--- src/rtl/core/amr_pkg.sv ---
// ----------------------------------------------------------------------------
// amr_pkg
// Shared types and constants of the peak and RMS level meter.
// ----------------------------------------------------------------------------
`default_nettype none

package amr_pkg;

  // Sample field and accumulator widths
  localparam int SAMPLE_W    = 16;
  localparam int SAMPLE_BITS = 16;
  localparam int LEVEL_W     = 16;
  localparam int WIN_W       = 21;
  localparam int SUM_W       = 52;
  localparam int SQ_W        = 31;
  localparam int MEAN_W      = 32;

  // Window length limits
  localparam int              MAX_WINDOW_LEN = 1920000;
  localparam logic [WIN_W-1:0] WINDOW_RESET  = 21'd48000;

  // Configuration register map (register index from paddr bit 2)
  localparam int        CFG_ADDR_W     = 3;
  localparam int        CFG_DATA_W     = 32;
  localparam logic      REG_WINDOW_LEN = 1'b0;

  // Snapshot queue geometry
  localparam int Q_DEPTH = 4;
  localparam int Q_PTR_W = 2;
  localparam int Q_LVL_W = 3;

  // Back-end iteration counts
  localparam int DIV_STEPS  = SUM_W;
  localparam int SQRT_STEPS = MEAN_W / 2;
  localparam int STEP_W     = 6;

  // Closed-window snapshot
  typedef struct packed {
    logic [LEVEL_W-1:0] peak;
    logic [SUM_W-1:0]   sum;
    logic [WIN_W-1:0]   count;
  } amr_snap_t;

  // Queue status seen by both sides
  typedef struct packed {
    logic [Q_LVL_W-1:0] level;
    logic               empty;
  } amr_q_stat_t;

  // Back-end sequencer states
  typedef enum logic [1:0] {
    BK_IDLE,
    BK_DIV,
    BK_SQRT,
    BK_EMIT
  } amr_bk_state_t;

endpackage

`default_nettype wire

--- src/rtl/core/amr_if.sv ---
// ----------------------------------------------------------------------------
// amr_in_if / amr_out_if
// Valid/ready channels for samples and for meter results.
// ----------------------------------------------------------------------------
`default_nettype none

interface amr_in_if;
  logic              valid;
  logic              ready;
  logic signed [15:0] sample;

  modport source (output valid, output sample, input ready);
  modport sink   (input valid, input sample, output ready);
endinterface

interface amr_out_if;
  logic        valid;
  logic        ready;
  logic [15:0] peak_level;
  logic [15:0] rms_level;
  logic [20:0] window_count;

  modport source (output valid, output peak_level, output rms_level,
                  output window_count, input ready);
  modport sink   (input valid, input peak_level, input rms_level,
                  input window_count, output ready);
endinterface

`default_nettype wire

--- src/rtl/core/audio_peak_rms_meter_unit.sv ---
// ----------------------------------------------------------------------------
// audio_peak_rms_meter_unit
// Peak and RMS level meter over a programmable window of audio samples.
// ----------------------------------------------------------------------------
// Takes one signed sample per cycle while the snapshot queue has room. Each
// sample enters a two-stage accumulator (magnitude and square, then
// peak/sum/count update); when the count passes window_len the window closes
// and its snapshot goes into a four-entry queue. The back end works on one
// snapshot at a time: it loads it, runs a restoring divider for the mean
// and a square root, then emits the result. Windows of 70 samples or more
// (window_len of 69 or more) never stall the input as long as out_ch takes
// each result; shorter windows, or results held up on out_ch, fill the queue
// and in_ch.ready then drops until a slot frees. window_len is at byte
// address 0 and may only be written while the block is idle.
`default_nettype none

module audio_peak_rms_meter_unit import amr_pkg::*; (
  input  wire logic                  clk,
  input  wire logic                  rst_n,
  amr_in_if.sink                     in_ch,
  amr_out_if.source                  out_ch,
  input  wire logic                  psel,
  input  wire logic                  penable,
  input  wire logic                  pwrite,
  input  wire logic [CFG_ADDR_W-1:0] paddr,
  input  wire logic [CFG_DATA_W-1:0] pwdata,
  output logic      [CFG_DATA_W-1:0] prdata,
  output logic                       pready
);

  logic [WIN_W-1:0] window_len_r;
  logic             cfg_write;
  logic             push, pop;
  amr_snap_t        push_data, head;
  amr_q_stat_t      q_stat;

  // Configuration register
  assign pready    = 1'b1;
  assign cfg_write = psel && penable && pwrite && (paddr[2] == REG_WINDOW_LEN);

  always_ff @(posedge clk) begin
    if (!rst_n) begin
      window_len_r <= WINDOW_RESET;
    end else if (cfg_write) begin
      window_len_r <= pwdata[WIN_W-1:0];
    end
  end

  assign prdata = (paddr[2] == REG_WINDOW_LEN) ? CFG_DATA_W'(window_len_r) : '0;

  amr_front u_front (
    .clk        (clk),
    .rst_n      (rst_n),
    .in_ch      (in_ch),
    .window_len (window_len_r),
    .q_stat     (q_stat),
    .push       (push),
    .push_data  (push_data)
  );

  amr_queue u_queue (
    .clk       (clk),
    .rst_n     (rst_n),
    .push      (push),
    .push_data (push_data),
    .pop       (pop),
    .head      (head),
    .q_stat    (q_stat)
  );

  amr_back u_back (
    .clk    (clk),
    .rst_n  (rst_n),
    .q_stat (q_stat),
    .head   (head),
    .pop    (pop),
    .out_ch (out_ch)
  );

endmodule

`default_nettype wire

--- src/rtl/core/amr_front.sv ---
// ----------------------------------------------------------------------------
// amr_front
// Accepts samples, squares them and accumulates peak, sum and count. Pushes
// a snapshot into the queue when the window closes.
// ----------------------------------------------------------------------------
`default_nettype none

module amr_front import amr_pkg::*; (
  input  wire logic             clk,
  input  wire logic             rst_n,
  amr_in_if.sink                in_ch,
  input  wire logic [WIN_W-1:0] window_len,
  input  wire amr_q_stat_t      q_stat,
  output logic                  push,
  output amr_snap_t             push_data
);

  localparam int EXT_SHIFT = SAMPLE_W - SAMPLE_BITS;

  logic               s1_valid_r;
  logic [LEVEL_W-1:0] s1_mag_r;
  logic [SQ_W-1:0]    s1_sq_r;

  logic [LEVEL_W-1:0] peak_r, peak_nxt;
  logic [SUM_W-1:0]   sum_r, sum_nxt;
  logic [WIN_W-1:0]   cnt_r, cnt_nxt;

  logic signed [SAMPLE_W-1:0] sx;
  logic [LEVEL_W-1:0]         mag;
  logic [2*LEVEL_W-1:0]       sq_full;
  logic [WIN_W-1:0]           limit;
  logic                       accept;
  logic                       close;

  // Hold off input unless the queue can take this item's snapshot too
  assign in_ch.ready = (q_stat.level + Q_LVL_W'(s1_valid_r)) < Q_LVL_W'(Q_DEPTH);
  assign accept      = in_ch.valid && in_ch.ready;

  // Sign-extend the used sample bits and take the magnitude
  always_comb begin
    sx      = $signed(in_ch.sample <<< EXT_SHIFT) >>> EXT_SHIFT;
    mag     = sx[SAMPLE_W-1] ? LEVEL_W'(~sx + 1'b1) : LEVEL_W'(sx);
    sq_full = mag * mag;
  end

  // Stage 1: register magnitude and square
  always_ff @(posedge clk) begin
    if (!rst_n) begin
      s1_valid_r <= 1'b0;
    end else begin
      s1_valid_r <= accept;
    end
  end

  always_ff @(posedge clk) begin
    if (accept) begin
      s1_mag_r <= mag;
      s1_sq_r  <= sq_full[SQ_W-1:0];
    end
  end

  // Stage 2: accumulate and check the window
  always_comb begin
    limit     = (window_len > WIN_W'(MAX_WINDOW_LEN)) ? WIN_W'(MAX_WINDOW_LEN) : window_len;
    peak_nxt  = (s1_mag_r > peak_r) ? s1_mag_r : peak_r;
    sum_nxt   = sum_r + SUM_W'(s1_sq_r);
    cnt_nxt   = cnt_r + 1'b1;
    close     = s1_valid_r && (cnt_nxt > limit);
    push      = close;
    push_data = '{peak: peak_nxt, sum: sum_nxt, count: cnt_nxt};
  end

  always_ff @(posedge clk) begin
    if (!rst_n) begin
      peak_r <= '0;
      sum_r  <= '0;
      cnt_r  <= '0;
    end else if (close) begin
      peak_r <= '0;
      sum_r  <= '0;
      cnt_r  <= '0;
    end else if (s1_valid_r) begin
      peak_r <= peak_nxt;
      sum_r  <= sum_nxt;
      cnt_r  <= cnt_nxt;
    end
  end

endmodule

`default_nettype wire

--- src/rtl/core/amr_queue.sv ---
// ----------------------------------------------------------------------------
// amr_queue
// Four-entry snapshot queue between the accumulator and the back end.
// ----------------------------------------------------------------------------
`default_nettype none

module amr_queue import amr_pkg::*; (
  input  wire logic      clk,
  input  wire logic      rst_n,
  input  wire logic      push,
  input  wire amr_snap_t push_data,
  input  wire logic      pop,
  output amr_snap_t      head,
  output amr_q_stat_t    q_stat
);

  amr_snap_t          slot_r [Q_DEPTH];
  logic [Q_PTR_W-1:0] wr_ptr_r, rd_ptr_r;
  logic [Q_LVL_W-1:0] level_r, level_nxt;

  // Advance pointers and level
  always_comb begin
    level_nxt = level_r;
    if (push && !pop) begin
      level_nxt = level_r + 1'b1;
    end else if (pop && !push) begin
      level_nxt = level_r - 1'b1;
    end
  end

  always_ff @(posedge clk) begin
    if (!rst_n) begin
      wr_ptr_r <= '0;
      rd_ptr_r <= '0;
      level_r  <= '0;
    end else begin
      if (push) begin
        wr_ptr_r <= wr_ptr_r + 1'b1;
      end
      if (pop) begin
        rd_ptr_r <= rd_ptr_r + 1'b1;
      end
      level_r <= level_nxt;
    end
  end

  // Write the snapshot at the tail
  always_ff @(posedge clk) begin
    if (push) begin
      slot_r[wr_ptr_r] <= push_data;
    end
  end

  assign head         = slot_r[rd_ptr_r];
  assign q_stat.level = level_r;
  assign q_stat.empty = (level_r == '0);

endmodule

`default_nettype wire

--- src/rtl/core/amr_back.sv ---
// ----------------------------------------------------------------------------
// amr_back
// Takes one snapshot at a time: restoring division of the sum by the count,
// one quotient bit a cycle, then a digit-by-digit square root, two radicand
// bits a cycle. The result waits in an output register.
// ----------------------------------------------------------------------------
`default_nettype none

module amr_back import amr_pkg::*; (
  input  wire logic        clk,
  input  wire logic        rst_n,
  input  wire amr_q_stat_t q_stat,
  input  wire amr_snap_t   head,
  output logic             pop,
  amr_out_if.source        out_ch
);

  amr_bk_state_t state_r, state_nxt;

  logic [STEP_W-1:0]  step_r;
  logic [LEVEL_W-1:0] peak_r;
  logic [WIN_W-1:0]   div_r;
  logic [SUM_W-1:0]   quo_r;
  logic [WIN_W-1:0]   rem_r;
  logic [MEAN_W-1:0]  rad_r;
  logic [LEVEL_W-1:0] root_r;
  logic [LEVEL_W:0]   srem_r;

  logic               out_valid_r;
  logic [LEVEL_W-1:0] out_peak_r, out_rms_r;
  logic [WIN_W-1:0]   out_cnt_r;

  logic [WIN_W:0]     rem_sh;
  logic               q_bit;
  logic [WIN_W:0]     rem_diff;
  logic [LEVEL_W+2:0] work;
  logic [LEVEL_W+2:0] trial;
  logic               r_bit;
  logic               div_last, sqrt_last, emit;

  // Divider step
  always_comb begin
    rem_sh   = {rem_r, quo_r[SUM_W-1]};
    q_bit    = rem_sh >= {1'b0, div_r};
    rem_diff = rem_sh - {1'b0, div_r};
  end

  // Square-root step
  always_comb begin
    work  = {srem_r, rad_r[MEAN_W-1 -: 2]};
    trial = {1'b0, root_r, 2'b01};
    r_bit = work >= trial;
  end

  // Next state and handshakes
  always_comb begin
    state_nxt = state_r;
    pop       = 1'b0;
    emit      = 1'b0;
    div_last  = (step_r == STEP_W'(DIV_STEPS - 1));
    sqrt_last = (step_r == STEP_W'(SQRT_STEPS - 1));
    case (state_r)
      BK_IDLE: begin
        if (!q_stat.empty) begin
          pop       = 1'b1;
          state_nxt = BK_DIV;
        end
      end
      BK_DIV: begin
        if (div_last) begin
          state_nxt = BK_SQRT;
        end
      end
      BK_SQRT: begin
        if (sqrt_last) begin
          state_nxt = BK_EMIT;
        end
      end
      BK_EMIT: begin
        if (!out_valid_r || out_ch.ready) begin
          emit      = 1'b1;
          state_nxt = BK_IDLE;
        end
      end
      default: state_nxt = BK_IDLE;
    endcase
  end

  always_ff @(posedge clk) begin
    if (!rst_n) begin
      state_r <= BK_IDLE;
    end else begin
      state_r <= state_nxt;
    end
  end

  // Datapath registers
  always_ff @(posedge clk) begin
    case (state_r)
      BK_IDLE: begin
        if (pop) begin
          peak_r <= head.peak;
          div_r  <= head.count;
          quo_r  <= head.sum;
          rem_r  <= '0;
          step_r <= '0;
        end
      end
      BK_DIV: begin
        quo_r  <= {quo_r[SUM_W-2:0], q_bit};
        rem_r  <= q_bit ? rem_diff[WIN_W-1:0] : rem_sh[WIN_W-1:0];
        step_r <= div_last ? '0 : step_r + 1'b1;
        if (div_last) begin
          rad_r  <= {quo_r[MEAN_W-2:0], q_bit};
          root_r <= '0;
          srem_r <= '0;
        end
      end
      BK_SQRT: begin
        rad_r  <= {rad_r[MEAN_W-3:0], 2'b00};
        root_r <= {root_r[LEVEL_W-2:0], r_bit};
        srem_r <= r_bit ? (LEVEL_W+1)'(work - trial) : (LEVEL_W+1)'(work);
        step_r <= step_r + 1'b1;
      end
      default: ;
    endcase
  end

  // Output register
  always_ff @(posedge clk) begin
    if (!rst_n) begin
      out_valid_r <= 1'b0;
    end else if (emit) begin
      out_valid_r <= 1'b1;
    end else if (out_ch.ready) begin
      out_valid_r <= 1'b0;
    end
  end

  always_ff @(posedge clk) begin
    if (emit) begin
      out_peak_r <= peak_r;
      out_rms_r  <= root_r;
      out_cnt_r  <= div_r;
    end
  end

  assign out_ch.valid        = out_valid_r;
  assign out_ch.peak_level   = out_peak_r;
  assign out_ch.rms_level    = out_rms_r;
  assign out_ch.window_count = out_cnt_r;

endmodule

`default_nettype wire

--- src/flat_wrapper.sv ---
// flat-port wrapper written by rule: the top's interface ports become plain ports
module audio_peak_rms_meter_unit_flat import amr_pkg::*;
  (clk, rst_n, psel, penable, pwrite, paddr, pwdata, prdata, pready, in_ch_valid, in_ch_sample, in_ch_ready, out_ch_valid, out_ch_peak_level, out_ch_rms_level, out_ch_window_count, out_ch_ready);
  amr_in_if in_ch_i ();
  amr_out_if out_ch_i ();
  input  wire logic clk;
  input  wire logic rst_n;
  input  wire logic psel;
  input  wire logic penable;
  input  wire logic pwrite;
  input  wire logic [CFG_ADDR_W-1:0] paddr;
  input  wire logic [CFG_DATA_W-1:0] pwdata;
  output logic      [CFG_DATA_W-1:0] prdata;
  output logic pready;
  input wire logic [$bits(in_ch_i.valid)-1:0] in_ch_valid;
  input wire logic [$bits(in_ch_i.sample)-1:0] in_ch_sample;
  output wire logic [$bits(in_ch_i.ready)-1:0] in_ch_ready;
  output wire logic [$bits(out_ch_i.valid)-1:0] out_ch_valid;
  output wire logic [$bits(out_ch_i.peak_level)-1:0] out_ch_peak_level;
  output wire logic [$bits(out_ch_i.rms_level)-1:0] out_ch_rms_level;
  output wire logic [$bits(out_ch_i.window_count)-1:0] out_ch_window_count;
  input wire logic [$bits(out_ch_i.ready)-1:0] out_ch_ready;
  assign in_ch_i.valid = in_ch_valid;
  assign in_ch_i.sample = in_ch_sample;
  assign in_ch_ready = in_ch_i.ready;
  assign out_ch_valid = out_ch_i.valid;
  assign out_ch_peak_level = out_ch_i.peak_level;
  assign out_ch_rms_level = out_ch_i.rms_level;
  assign out_ch_window_count = out_ch_i.window_count;
  assign out_ch_i.ready = out_ch_ready;
  audio_peak_rms_meter_unit u_core (.clk(clk), .rst_n(rst_n), .in_ch(in_ch_i), .out_ch(out_ch_i), .psel(psel), .penable(penable), .pwrite(pwrite), .paddr(paddr), .pwdata(pwdata), .prdata(prdata), .pready(pready));
endmodule
--- config.mk ---
export PLATFORM = sky130hd
export DESIGN_NAME = audio_peak_rms_meter_unit_flat
export DESIGN_NICKNAME = d
export VERILOG_FILES = /design/src/rtl/core/amr_pkg.sv /design/src/rtl/core/amr_if.sv /design/src/rtl/core/audio_peak_rms_meter_unit.sv /design/src/rtl/core/amr_front.sv /design/src/rtl/core/amr_queue.sv /design/src/rtl/core/amr_back.sv /design/src/flat_wrapper.sv
export SDC_FILE = /design/constraint.sdc
export NUM_CORES = 2
export LEC_CHECK = 0
export BUFFER_PORTS_ARGS = -buffer_cell sky130_fd_sc_hd__buf_2
export CELL_PAD_IN_SITES_DETAIL_PLACEMENT = 0
export CELL_PAD_IN_SITES_GLOBAL_PLACEMENT = 1
export CORE_ASPECT_RATIO = 1.4
export CORE_MARGIN = 2
export CORE_UTILIZATION = 26
export DETAILED_ROUTE_END_ITERATION = 16
export GPL_ROUTABILITY_DRIVEN = 0
export PLACE_DENSITY = 0.51
export SYNTH_ARGS = -nofsm -noshare
export SYNTH_HDL_FRONTEND = slang
export SYNTH_SLANG_ARGS = --single-unit
export TNS_END_PERCENT = 1
--- constraint.sdc ---
create_clock -name clk -period 9.45 [get_ports clk]
set_input_delay 0 -clock clk [delete_from_list [all_inputs] [get_ports clk]]
set_output_delay 0 -clock clk [all_outputs]
set_load 0.02 [all_outputs]
Word level (Yosys, flattened, before mapping)

Memory sizes are Yosys's and may differ from the RTL's. A register that Yosys moved wholly into a read port is not among the register bits.
Index checks and enable logic that the tools add are counted.
W data, S select, Z words.

$add $sub $neg: 11
Multipliers: 1
Div/mod/pow operators: 0
Magnitude comparators: 6
Equality and inequality tests: 10
Shift-type cells: 0
Multiplexer cells: 36
Bitwise operators: 3
Reductions and logical operators: 24

Operators with widths:

| kind                    | number |
|---|---|
| $pmux W52 S2            | 1 |
| $mux W21                | 4 |
| $pmux W32 S2            | 1 |
| $add A52 B31 Y52        | 1 |
| $mux W52                | 1 |
| $mux W16                | 3 |
| $pmux W21 S2            | 1 |
| $mux W17                | 2 |
| $pmux W17 S2            | 1 |
| $mux W32                | 1 |
| $pmux W16 S2            | 1 |
| $mul A16 B16 Y31        | 1 |
| $ge A22 B21 Y1          | 1 |
| $add A21 B1 Y21 const B | 1 |
| $gt A21 B21 Y1          | 1 |
| $gt A21 B21 Y1 const B  | 1 |
| $sub A21 B21 Y21        | 1 |
| $ge A19 B18 Y1          | 1 |
| $pmux W6 S3             | 1 |
| $sub A17 B17 Y17        | 1 |
| $add A16 B1 Y16 const B | 1 |
| $gt A16 B16 Y1          | 1 |
| $not A16 Y16            | 1 |
| $mux W2                 | 6 |
| other kinds (27)        | 56 |

Register bits after elaboration: 402
Bits in latches: 0
RAM bits: 356
ROM bits: 0
Output and inout bits: 88
Logic and storage cells: 115
Memories kept: 1

Memories:

| name                  | depth | width | rd ports | clocked after memory_dff | write ports | line            | RTL |
|---|---|---|---|---|---|---|---|
| u_core.u_queue.slot_r | 4     | 89    | 1        | 1                        | 1           | amr_queue.sv:17 | `amr_snap_t slot_r [Q_DEPTH];` |

Logic depth before layout (Yosys ltp)

Depth after elaboration: 8
Mapped depth: 32
Gate-level depth less buffers: 31

Cells and area by module

Synthesis repeated with hierarchy kept, for this count alone.

Cells, all modules: 3297
Area, all modules: 41736.3 um^2

By module, submodules not included:

| module                    | instances | cells an instance | area each (um^2) |
|---|---|---|---|
| amr_front                 | 1         | 1787              | 15783.9 |
| amr_queue                 | 1         | 507               | 13255.2 |
| amr_back                  | 1         | 874               | 11577.4 |
| audio_peak_rms_meter_unit | 1         | 129               | 1119.8 |

Least setup slack after synthesis

No wires, ideal clock.

Path kind: in2reg
Start: input port in_ch_sample[0]
End: register u_core.u_front.s1_sq_r[30] (data pin)
Setup time: 0.260 ns
Data arrival time: 7.254 ns
Path slack: 1.936 ns
Stages: 32
Path buffers: 1
Cell sequence: inv_1 -> clkbuf_1 -> ha_1 -> nand2_1 -> or3_1 -> or2_2 -> o41ai_1 -> xnor2_1 -> clkinv_1 -> nor2_1 -> fa_1 -> inv_1 -> fa_1 -> inv_1 -> fa_1 -> inv_1 -> fa_1 -> inv_1 -> fa_1 -> inv_1 -> fa_1 -> inv_1 -> ha_1 -> a21oi_1 -> o21ai_0 -> a31oi_1 -> o21ai_0 -> a31oi_1 -> o211ai_1 -> a31o_2 -> a21oi_1 -> xnor2_1

Word-level cells in the longest chain between the ends: 4

Ends and longest elaborated chain:

| what                           | line               | RTL |
|---|---|---|
| from (decl)                    | flat_wrapper.sv:16 | `input wire logic [$bits(in_ch_i.sample)-1:0] in_ch_sample;` |
| $not A16 Y16                   | amr_front.sv:42    | `mag = sx[SAMPLE_W-1] ? LEVEL_W'(~sx + 1'b1) : LEVEL_W'(sx);` |
| $add A16 B1 Y16                | amr_front.sv:42    |  |
| $mux W16                       | amr_front.sv:42    |  |
| via u_core.u_front.mag[10]     | amr_front.sv:29    | `logic [LEVEL_W-1:0] mag;` |
| $mul A16 B16 Y31               | amr_front.sv:43    | `sq_full = mag * mag;` |
| via u_core.u_front.sq_full[30] | amr_front.sv:30    | `logic [2*LEVEL_W-1:0] sq_full;` |
| to (signal assigned)           | amr_front.sv:58    | `s1_sq_r <= sq_full[SQ_W-1:0];` |
| to (decl)                      | amr_front.sv:22    | `logic [SQ_W-1:0] s1_sq_r;` |

The timed path passes the listed nets, and every way through them passes these cells.
A chain may end at the register's enable or synchronous reset.

Worst setup path after layout

Same ends and word-level chain as after synthesis.

==> reports/qor.csv <==
metric;value;unit
required time of the critical path;9870;ps
area grow syn2layout;15.63;%
CP max stage delay;570;ps
chip width;339.0;um
clock buffer depth;3;
Max FO, Critical Path;9;
hold_sp;in_ch_sample[2];
crit path kind;primary input to register;
Hold EP;u_core.u_front.s1_mag_r[3]$_DFFE_PP_;
startpoint types;primary input;
CP arrival;8860;ps
crit-path most repeated cell;inv_1;
clock slew at reported path FFs;60;ps
n_diodes;0;
CTS tree;yes;
#FFs+latches synth;758;
# fillers;15993;
Worst R2R Path Depth;17;
Die ar.;160300;um2
ANT nets after route;0;
mean post-synth cell area;12.80;um2
Relative slew margins;26.61;%
Die Height;472.9;um
total CTS buffers;81;
drt total wl;97510;um
gr usage total;12.16;%
status;finished, final reports clean;
sequential share of the synthesized area;52.72;%
worst skew pair latency;690;ps
mean routed wirelength per cell;17.61;um
total gr overflow;0;
DR pass1 iterations;5;
Reg-to-Reg Start;u_core.u_front.cnt_r[0]$_SDFFE_PP0P_;
period utilization;89.38;%
Mapped Area;40840;um2
Max-Cap Viols;0;
Post-synth EDFFs;635;
Max Slew Vio Count;0;
r2r setup slk;3360;ps
drt initial violations;1051;
CP Capture Type;register;
Synth async-reset ratio;0;%
Final HPWL DP;68950;um
vias in the first global route;26144;
setup TNS;0;ps
Final Setup Violations;0;
Nets;3819;
Row Count;172;
Top Ports;146;
first-pass GRT wire length;152800;um
Least-Margin Pin Slew;1095;ps
layout cell share with drive strength beyond 1;14.39;%
minimum clock period after layout;8447;ps
H-tree depth;3;
Ys Warns;0;
initial core utilization;26.10;%
RSZ-0062 raised after global routing;no;
Fin. Hold Viols;0;
post-synth cell types;81;
initial antenna violation count;0;
reg2reg end;u_core.u_queue.slot_r[2][73]$_DFFE_PP_;
Post-route DRC;0;
Min-Delay Path Class;primary input to register;
hold depth;5;
Syn Inst Count;3190;
largest net degree at the start of global routing;57;
CP max-delay cell;dlygate4sd3_1;
clock tree skew after final layout;52.89;ps
port bufs;120;
leading register cell type out of synthesis;edfxtp_1;
Root Buffer;clkbuf_16;
post_cts resized;0;
Via Count;24127;
maximum clock frequency;0.1184;GHz
vias per std cell;4.358;
area of the core;156500;um2
Num Clock Sinks;758;
## layout by cell type (no fill, tap or decap), types with 102 or more instances in the layout
master,count
edfxtp_1,635
inv_1,324
nor2_1,247
nand2_1,226
ha_1,213
fa_1,166
buf_2,120
dfxtp_1,120
a21oi_1,110
xnor2_1,102
## sequential cells by signal, indices dropped and copies added, names as in the netlist, 3 cells and up, named ones only
register,cells
u_core.u_back.div_r,21
u_core.u_back.out_ch.peak_level,16
u_core.u_back.out_ch.rms_level,16
u_core.u_back.out_ch.window_count,21
u_core.u_back.peak_r,16
u_core.u_back.quo_r,52
u_core.u_back.rad_r,32
u_core.u_back.rem_r,21
u_core.u_back.root_r,16
u_core.u_back.srem_r,17
u_core.u_back.step_r,6
u_core.u_front.cnt_r,21
u_core.u_front.peak_r,16
u_core.u_front.s1_mag_r,16
u_core.u_front.s1_sq_r,29
u_core.u_front.sum_r,52
u_core.u_queue.level_r,3
u_core.u_queue.slot_r,356
u_core.window_len_r,21
## per-stage QoR
stage | util (%) | area (um2) | std cells | worst slack (ps) | hold WS [ps]
after floorplan | - | 40920 | 3211 | 1936 | 78.11
after detailed placement | 28.14 | 44030 | 5344 | 1198 | 213.3
final | 30.18 | 47220 | 5536 | 1003 | 62.88
after global placement | 28.14 | 44030 | 5344 | 1216 | 210.6
after CTS | 30.18 | 47220 | 5536 | 959.2 | 33.34
after global routing | 30.18 | 47220 | 5536 | 483.9 | 72.17
## routing by layer
layer | part of all wire, % | vias to the layer above | routed length, um | global-route usage [%]
met4 | 2.2 | 0 | 2131 | 3.741
met3 | 2.3 | 102 | 2284 | 1.357
met2 | 52 | 260 | 51160 | 22.81
met5 | 0 | - | 0 | 0
li1 | - | 11706 | - | -
met1 | 43 | 12059 | 41930 | 14.41
## how the worst max path moves through the flow
stage / from / to / slack [ps] / depth (start not counted)
after floorplan: in_ch_sample[0] / u_core.u_front.s1_sq_r[30]$_DFFE_PP_ / 1940 / 32
after global placement: in_ch_sample[0] / u_core.u_front.s1_sq_r[30]$_DFFE_PP_ / 1220 / 31
after detailed placement: in_ch_sample[0] / u_core.u_front.s1_sq_r[30]$_DFFE_PP_ / 1200 / 31
after CTS: in_ch_sample[0] / u_core.u_front.s1_sq_r[30]$_DFFE_PP_ / 960 / 37
after global routing: in_ch_sample[0] / u_core.u_front.s1_sq_r[30]$_DFFE_PP_ / 480 / 37
final: in_ch_sample[0] / u_core.u_front.s1_sq_r[30]$_DFFE_PP_ / 1000 / 37
## worst max-delay path: cells and delay by family
kind | cells | cell delay (ps)
simple gates | 4 | 820
buf+inv | 14 | 2310
xor+xnor | 2 | 190
fa+ha+maj | 8 | 3590
compound gates | 9 | 1920
## synth_stat cells (46+ instances only)
cell | instances | share of area, %
edfxtp_1 | 635 | 47
inv_1 | 325 | 3.0
nor2_1 | 249 | 2.3
nand2_1 | 226 | 2.1
ha_1 | 215 | 6.6
fa_1 | 166 | 8.1
dfxtp_1 | 123 | 6.0
a21oi_1 | 111 | 1.4
xnor2_1 | 102 | 2.2
mux4_2 | 89 | 4.9
mux2_2 | 82 | 2.3
clkbuf_1 | 77 | 0.71
xor2_1 | 76 | 1.6
mux2i_1 | 73 | 1.8
o21ai_0 | 73 | 0.89
a21o_1 | 68 | 1.2
nor2b_1 | 57 | 0.87
nand3_1 | 46 | 0.56
## cell type report
| cell class | count | area (um2) | area share (%) |
|---|---|---|---|
| Sequential cell | 758 | 21540 | 45.61 |
| Clock buffer | 111 | 2241 | 4.745 |
| Inverter | 336 | 1261 | 2.671 |
| Timing Repair Buffer | 204 | 1334 | 2.824 |
| Multi-Input combinational cell | 1999 | 17690 | 37.46 |
| Clock inverter | 40 | 545.5 | 1.155 |
| Tap cell | 2088 | 2613 | 5.532 |
## repair_timing
action,CTS,global route
hold endpoints to repair,31,0
endpoints found under the setup margin,0,0
buffers inserted,0,0
hold buffers,41,0
## cell families after synthesis
family                     count (synthesis)  share of synthesized area [%]
xor gates and xnor gates                 178                          3.817
adders and majority gates                381                          14.72
DFF                                      758                          52.72
AOI/OAI and AO/OA                        405                          6.599
other                                      2                        0.01839
and+or+nand+nor                          768                          8.839
muxes                                    244                          8.958
buffers and inverters                    454                          4.326
Power is left out: the tool's default activity adds up to more than one toggle a clock period on the data nets, which glitch-free logic cannot reach.
